**src/rtl/phase_amplitude_histogram_assert.svh**
```systemverilog
// ---------------------------------------------------------------------------
// Phase amplitude histogram assertion macros
// Shorthand for clocked concurrent checks on clk_i, disabled in reset.
// ---------------------------------------------------------------------------
`ifndef PHASE_AMPLITUDE_HISTOGRAM_ASSERT_SVH
`define PHASE_AMPLITUDE_HISTOGRAM_ASSERT_SVH

// same-cycle implication
`define PAH_ASSERT_IMP(lbl, ante, cons, msg) \
  lbl: assert property (@(posedge clk_i) disable iff (!rst_ni) (ante) |-> (cons)) \
    else $error(msg);

// next-cycle implication
`define PAH_ASSERT_NXT(lbl, ante, cons, msg) \
  lbl: assert property (@(posedge clk_i) disable iff (!rst_ni) (ante) |=> (cons)) \
    else $error(msg);

`endif

```
**src/rtl/pah_pkg.sv**
```systemverilog
// ---------------------------------------------------------------------------
// pah_pkg
// Types, sizes and binning constants shared by the histogram modules.
// ---------------------------------------------------------------------------
`default_nettype none

package pah_pkg;

  localparam int unsigned PHASE_BINS  = 360;
  localparam int unsigned AMP_BINS    = 64;
  localparam int unsigned COUNT_WIDTH = 32;
  localparam int unsigned PHASE_MOD   = 360;

  localparam int unsigned TOTAL_BINS = PHASE_BINS * AMP_BINS;
  localparam int unsigned ADDR_W     = $clog2(TOTAL_BINS);

  localparam int unsigned PHASE_W = 12;
  localparam int unsigned AMP_W   = 16;
  localparam int unsigned PB_W    = 9;
  localparam int unsigned AB_W    = 6;
  localparam int unsigned CNT_W   = 32;

  // amplitude divider: dividend is offset * AMP_BINS
  localparam int unsigned DIVD_W    = AMP_W + $clog2(AMP_BINS);
  localparam int unsigned DIV_CNT_W = $clog2(DIVD_W);

  // phase window divide done as multiply by reciprocal (exact for 9-bit values)
  localparam int unsigned WINDOW     = PHASE_MOD / PHASE_BINS;
  localparam int unsigned PH_SHIFT   = 18;
  localparam int unsigned PH_RECIP   = (1 << PH_SHIFT) / WINDOW + 1;
  localparam int unsigned PH_RECIP_W = PH_SHIFT + 1;
  localparam int unsigned PH_PROD_W  = PB_W + PH_RECIP_W;

  localparam int unsigned CFG_IDX_W = 1;

  typedef enum logic [CFG_IDX_W-1:0] {
    REG_AMP_MIN = 1'b0,
    REG_AMP_MAX = 1'b1
  } cfg_reg_e;

  typedef enum logic [1:0] {
    ACT_ADD   = 2'd0,
    ACT_READ  = 2'd1,
    ACT_CLEAR = 2'd2,
    ACT_NOP   = 2'd3
  } action_e;

  typedef enum logic [1:0] {
    ST_COUNTED  = 2'd0,
    ST_REJECTED = 2'd1,
    ST_READ     = 2'd2,
    ST_CLEARED  = 2'd3
  } status_e;

  typedef enum logic [3:0] {
    S_INIT,
    S_IDLE,
    S_DECODE,
    S_DIV,
    S_BIN,
    S_RMW_RD,
    S_RMW_WR,
    S_RD,
    S_RD_DATA,
    S_CLR,
    S_DONE
  } state_e;

  typedef struct packed {
    action_e                   action;
    logic [PHASE_W-1:0]        pulse_phase;
    logic signed [AMP_W-1:0]   pulse_amplitude;
    logic [PB_W-1:0]           query_phase_bin;
    logic [AB_W-1:0]           query_amp_bin;
  } in_item_t;

  typedef struct packed {
    status_e           status;
    logic [PB_W-1:0]   phase_bin;
    logic [AB_W-1:0]   amp_bin;
    logic [CNT_W-1:0]  bin_count;
  } out_item_t;

  typedef struct packed {
    logic    capture;
    logic    div_start;
    logic    div_step;
    logic    bin_calc;
    logic    rmw_rd;
    logic    rmw_wr;
    logic    rd_query;
    logic    rd_data;
    logic    clr_step;
    logic    out_load;
    status_e out_status;
  } pah_cmd_t;

  typedef struct packed {
    action_e action;
    logic    reject;
    logic    div_last;
    logic    sweep_last;
    logic    out_free;
  } pah_sts_t;

endpackage

`default_nettype wire

```
**src/rtl/pah_ctrl.sv**
```systemverilog
// ---------------------------------------------------------------------------
// pah_ctrl
// Sequencer: clearing pass, add/read/clear flows and result handoff.
// ---------------------------------------------------------------------------
`default_nettype none

module pah_ctrl import pah_pkg::*; (
  input  wire logic     clk_i,
  input  wire logic     rst_ni,
  input  wire logic     in_valid_i,
  output      logic     in_ready_o,
  input  wire pah_sts_t sts_i,
  output      pah_cmd_t cmd_o
);

  state_e  state_q, state_d;
  status_e res_q, res_d;

  always_ff @(posedge clk_i or negedge rst_ni) begin
    if (!rst_ni) begin
      state_q <= S_INIT;
      res_q   <= ST_COUNTED;
    end else begin
      state_q <= state_d;
      res_q   <= res_d;
    end
  end

  // next state
  always_comb begin
    state_d = state_q;
    res_d   = res_q;
    unique case (state_q)
      S_INIT: if (sts_i.sweep_last) state_d = S_IDLE;
      S_IDLE: if (in_valid_i) state_d = S_DECODE;
      S_DECODE: begin
        unique case (sts_i.action)
          ACT_ADD: begin
            if (sts_i.reject) begin
              res_d   = ST_REJECTED;
              state_d = S_DONE;
            end else begin
              res_d   = ST_COUNTED;
              state_d = S_DIV;
            end
          end
          ACT_READ: begin
            res_d   = ST_READ;
            state_d = S_RD;
          end
          ACT_CLEAR: begin
            res_d   = ST_CLEARED;
            state_d = S_CLR;
          end
          default: state_d = S_IDLE;
        endcase
      end
      S_DIV:     if (sts_i.div_last) state_d = S_BIN;
      S_BIN:     state_d = S_RMW_RD;
      S_RMW_RD:  state_d = S_RMW_WR;
      S_RMW_WR:  state_d = S_DONE;
      S_RD:      state_d = S_RD_DATA;
      S_RD_DATA: state_d = S_DONE;
      S_CLR:     if (sts_i.sweep_last) state_d = S_DONE;
      S_DONE:    if (sts_i.out_free) state_d = S_IDLE;
      default:   state_d = S_INIT;
    endcase
  end

  // outputs
  always_comb begin
    cmd_o            = '0;
    cmd_o.out_status = res_q;
    in_ready_o       = 1'b0;
    unique case (state_q)
      S_INIT: cmd_o.clr_step = 1'b1;
      S_IDLE: begin
        in_ready_o    = 1'b1;
        cmd_o.capture = in_valid_i;
      end
      S_DECODE:  cmd_o.div_start = (sts_i.action == ACT_ADD);
      S_DIV:     cmd_o.div_step  = 1'b1;
      S_BIN:     cmd_o.bin_calc  = 1'b1;
      S_RMW_RD:  cmd_o.rmw_rd    = 1'b1;
      S_RMW_WR:  cmd_o.rmw_wr    = 1'b1;
      S_RD:      cmd_o.rd_query  = 1'b1;
      S_RD_DATA: cmd_o.rd_data   = 1'b1;
      S_CLR:     cmd_o.clr_step  = 1'b1;
      S_DONE:    cmd_o.out_load  = sts_i.out_free;
      default: ;
    endcase
  end

endmodule

`default_nettype wire
```
**config.mk**
```make
export PLATFORM = sky130hd
export DESIGN_NAME = pah_ctrl
export DESIGN_NICKNAME = d
export VERILOG_FILES = /design/src/rtl/phase_amplitude_histogram_assert.svh /design/src/rtl/pah_pkg.sv /design/src/rtl/pah_ctrl.sv
export SDC_FILE = /design/constraint.sdc
export NUM_CORES = 1
export LEC_CHECK = 0
export ABC_CLOCK_PERIOD_IN_PS = 1900
export BUFFER_PORTS_ARGS = -buffer_cell sky130_fd_sc_hd__clkbuf_2
export CELL_PAD_IN_SITES_DETAIL_PLACEMENT = 1
export CELL_PAD_IN_SITES_GLOBAL_PLACEMENT = 1
export CORE_ASPECT_RATIO = 0.75
export CORE_UTILIZATION = 35
export DETAILED_ROUTE_END_ITERATION = 12
export HOLD_SLACK_MARGIN = 0.05
export PLACE_DENSITY_LB_ADDON = 0.1
export SLEW_MARGIN = 25
export SYNTH_ARGS = -nofsm -noshare
export SYNTH_HDL_FRONTEND = slang
export SYNTH_SLANG_ARGS = --single-unit
```
**constraint.sdc**
```tcl
create_clock -name clk_i -period 1.9 [get_ports clk_i]
set_clock_uncertainty 0.05 [all_clocks]
set_input_delay 0.475 -clock clk_i [delete_from_list [all_inputs] [get_ports clk_i]]
set_output_delay 0.475 -clock clk_i [all_outputs]
set_load 0.005 [all_outputs]
```
# [Word level (Yosys, flattened, before mapping)]
# Cells that the tools add are included.
# Widths: inputs -> output; s select.
[totals] regBits=6 input_bits=9 out_inout_bits=13 wordCells=47
[op_classes] n_eq_ne=17 n_mux=21 n_reduce_logical=7
[ops] op="$pmux 4 s10" count=1
[ops] op="$mux 4" count=6
[ops] op="$eq 4x3->1 const B" count=4
[ops] op="$eq 4x4->1 const B" count=3
[ops] op="$mux 1" count=12
[ops] op="$pmux 4 s3" count=1
[ops] op="$ne 2x2->1 const B" count=5
[ops] op="$eq 4x2->1 const B" count=2
[ops] op="$pmux 2 s3" count=1
[ops] op="$reduce_and 5->1" count=1
[ops] op="$eq 4x1->1 const B" count=1
[ops] op="$logic_not 4->1" count=1
[ops] op="$reduce_or 2->1" count=2
[ops] op="$reduce_bool 3->1" count=1
[ops] op="$eq 2x1->1 const B" count=1
[ops] op="$eq 2x2->1 const B" count=1
[ops] op="$logic_not 2->1" count=1
[ops] op="$reduce_and 2->1" count=1

# [Logic depth before layout (Yosys ltp)]
[depth] word_depth=3 mapped_depth=6 mapped_depth_nobuf=6

# [Worst setup path after synthesis]
# Ideal clock, no wire load.
[synth_path] kind="register to output" from="register state_q[1]" to="output cmd_o[11] (netlist bit)" t_arrival_ps=1027 required_time_ps=1375 setup_slack_ps=348 stages_incl_launch_ff=5 path_buffers=1 path_cell_list="dfrtp_1 buf_6 nand2b_1 nor3_1 and2_1"
[synth_lines] item="start: declaration" line_no="pah_ctrl.sv:16" text="state_e state_q, state_d;"
[synth_lines] item="start signal: assignment" line_no="pah_ctrl.sv:24" text="state_q <= state_d;"
[synth_lines] item="end: declaration" line_no="pah_ctrl.sv:13" text="output pah_cmd_t cmd_o"

==> results.md <==
* Status: complete, no violations
* Starting density of the core at 0.401
* Fillers at 212
* DR vias at 670
* Clock Pin Slew Worst Setup and Hold Paths at ~0.050 ns
* Top_reg_cell synth: dfrtp_1
* Area Overhead vs Synth at 39.8%
* Maximum root-to-sink buffer count at 2
* Worst EP required at between 1 and 1.5 ns
* Fin crit period at around 1.9 ns
* First-pass GRT wire length at 2820 um
* Syn_nets at about 90
* Row count at 12
* GRT Overall Usage at 0.197
* Clock root buffer: clkbuf_4
* WL/cell at between 15 and 20 um
* Pwr Total at around 0.0013 W
* Post-Layout Inst Area at 892 sq um
* Final Setup Violations at 0
* DR iter-0 viols at 4
* Post-synth ARST share at 1.00
* Final Hold Fails at 0
* Pwr dens at roughly 1400 nW/um^2
* DRT antenna net count at 0
* Cells after DPL at about 120
* RD Place Congestion at approximately 0.8
* Syn. warnings at 0
* Syn Std Cell Area at between 600 and 700 sq um
* Largest net degree at the start of global routing at 14
* CTS Buf Count at 3
* Crit end category: primary output
* Slew HR at 0.784
* EDFF count, synth at 0
* Final WL at roughly 2000 um
* Vias per Instance at between 5 and 6
* IO buf count at 21
* Die width at about 51 um
* Metal1 wirelength at approximately 960 um
* Area after DPL at just under 800 sq um
* Share of cells above drive strength 1 at 0.491
* Post-Place Setup Slack at roughly 0.11 ns
* Final Cycle Share at 0.984
* Setup ws final at 0.0305 ns
* Max Slew Vio Count at 0
* Reg2reg setup slack at about 0.18 ns
* Die H at slightly below 40 um
* Num ports at 22
* Max VDD drop at ~0.64 mV
* Syn_area_per_cell at 8.62 sq um
* Top layer in use: met4
* Synth Register Bits at 6
* Layout Cells excl Fill at 129
* NumNets Final at ~130
* HP Class: reg -> reg
* Post-synth cell types at 35
* H-tree Lvls at 1
* Worst setup path category: reg -> out
* Worst slew pin tran at between 0.3 and 0.4 ns
* Core area at about 1600 sq um
* Met2 routed WL at about 940 um
* Met3 routed WL at slightly below 70 um
* Max Fclk at between 500 and 600 MHz
* Antenna cell count at 0
* GR Overflow Total at 0
* Cell count after synthesis at between 70 and 80
* Post-DP HPWL at approximately 1300 um
* Seq/Total Area, Yosys at 0.235
* Startpoint Class: flop
* Die area at between 1500 and 2000 sq um
* Clk sinks at 6
* DRC violations left at 0
* CP arrival at 1.34 ns
* Initial antenna violation count at 0
* Max Cap Viol at 0
* CTS tree: yes
* Crit Path Max Fanout at 10
* Leakage at between 0.4 and 0.5 nW
* Final Util at 0.561
* First drt pass iteration count at 2
* Clk_lat worst skew at about 0.25 ns
* Vias in the first global route at ~600
[flip-flops by register name, summed over array words and instances (netlist names)]
register and count:
state_q 4, res_q 2
[worst max-delay path: stages, from the launching register on]
cell,delay [ns]
dfrtp_2,0.50
buf_4,0.18
nand2b_1,0.19
nor2_1,0.11
clkbuf_2,0.12
[final timing paths]
path | start | to | depth (start not counted)
min in group asynchronous | rst_ni | res_q[1]$_DFFE_PN0P_ | 2
hold / removal | res_q[1]$_DFFE_PN0P_ | res_q[1]$_DFFE_PN0P_ | 1
setup / recovery | state_q[0]$_DFFE_PN0P_ | cmd_o[6] | 4
max in group asynchronous | rst_ni | state_q[2]$_DFFE_PN0P_ | 2
hold reg to reg | res_q[1]$_DFFE_PN0P_ | res_q[1]$_DFFE_PN0P_ | 1
setup reg to reg | state_q[0]$_DFFE_PN0P_ | state_q[1]$_DFFE_PN0P_ | 5
[placed cells by master (no fill, tap or decap), drive strengths merged, types with 2 or more instances in the layout]
| cell type | netlist | routed |
|---|---|---|
| dfrtp | 6 | 6 |
| mux2 | 3 | 3 |
| clkbuf | 2 | 24 |
| buf | 3 | 14 |
| nand2 | 4 | 4 |
| nor3 | 6 | 6 |
| o21ai | 4 | 4 |
| a21oi | 2 | 2 |
| inv | 3 | 3 |
| mux2i | 2 | 2 |
| nor2 | 9 | 9 |
| nor3b | 2 | 2 |
| nand2b | 4 | 4 |
| nor4 | 2 | 2 |
| nor2b | 2 | 2 |
| ha | 6 | 6 |
[report_power, final]
group | total [W] | switching [W] | internal [W]
Combinational | 0.000844 | 0.000386 | 0.000458
Clock | 0.000128 | 0.0000559 | 0.0000721
Sequential | 0.000316 | 0.000119 | 0.000197
[metrics by stage]
step	hold WS (ns)	setup TNS, ns
detailed placement	0.258	0
global route	0.477	-0.0374
CTS	0.446	0
global placement	0.257	0
finish	0.445	0
floorplan	0.129	0
[layer usage]
layer,vias to the layer above,GRT usage
li1,334,-
met1,317,0.263
met2,16,0.326
met3,3,0.0353
met4,0,0.0608
met5,-,0
[synth_stat cells (2+ instances only)]
cell type	n	area, sq um
inv_1	3	11.3
nor2_1	9	33.8
mux2i_1	2	20.0
ha_1	6	75.1
nor4_2	2	25.0
o21ai_0	3	15.0
nor2b_1	2	12.5
nor3_1	6	30.0
clkbuf_1	2	7.51
nand2b_1	4	25.0
buf_6	2	22.5
dfrtp_1	6	150
nand2_1	4	15.0
a21oi_1	2	10.0
[timing repair]
action,4_1_cts,5_1_grt
setup endpoints to repair,6,4
resized for setup,5,3
endpoints found under the hold margin,6,0
hold buffers,1,0
setup buffers,0,9
[cell families after synthesis]
| family | after synthesis | share of synthesized area |
|---|---|---|
| and+or+nand+nor | 34 | 0.316 |
| muxes | 5 | 0.0902 |
| buffers and inverters | 8 | 0.0765 |
| xor gates and xnor gates | 1 | 0.0137 |
| AOI/OAI and AO/OA | 14 | 0.151 |
| adders and majority gates | 6 | 0.118 |
| DFF | 6 | 0.235 |
[layout make-up]
type | instances | area (sq um) | share of cell area
clock buffers | 3 | 22.5 | 0.0252
inverters | 3 | 11.3 | 0.0126
multi-input cells | 60 | 457 | 0.512
flip-flops and latches | 6 | 155 | 0.174
well taps | 21 | 26.3 | 0.0295
repair buffers | 36 | 220 | 0.247
Power figures use the tool's default switching activity.
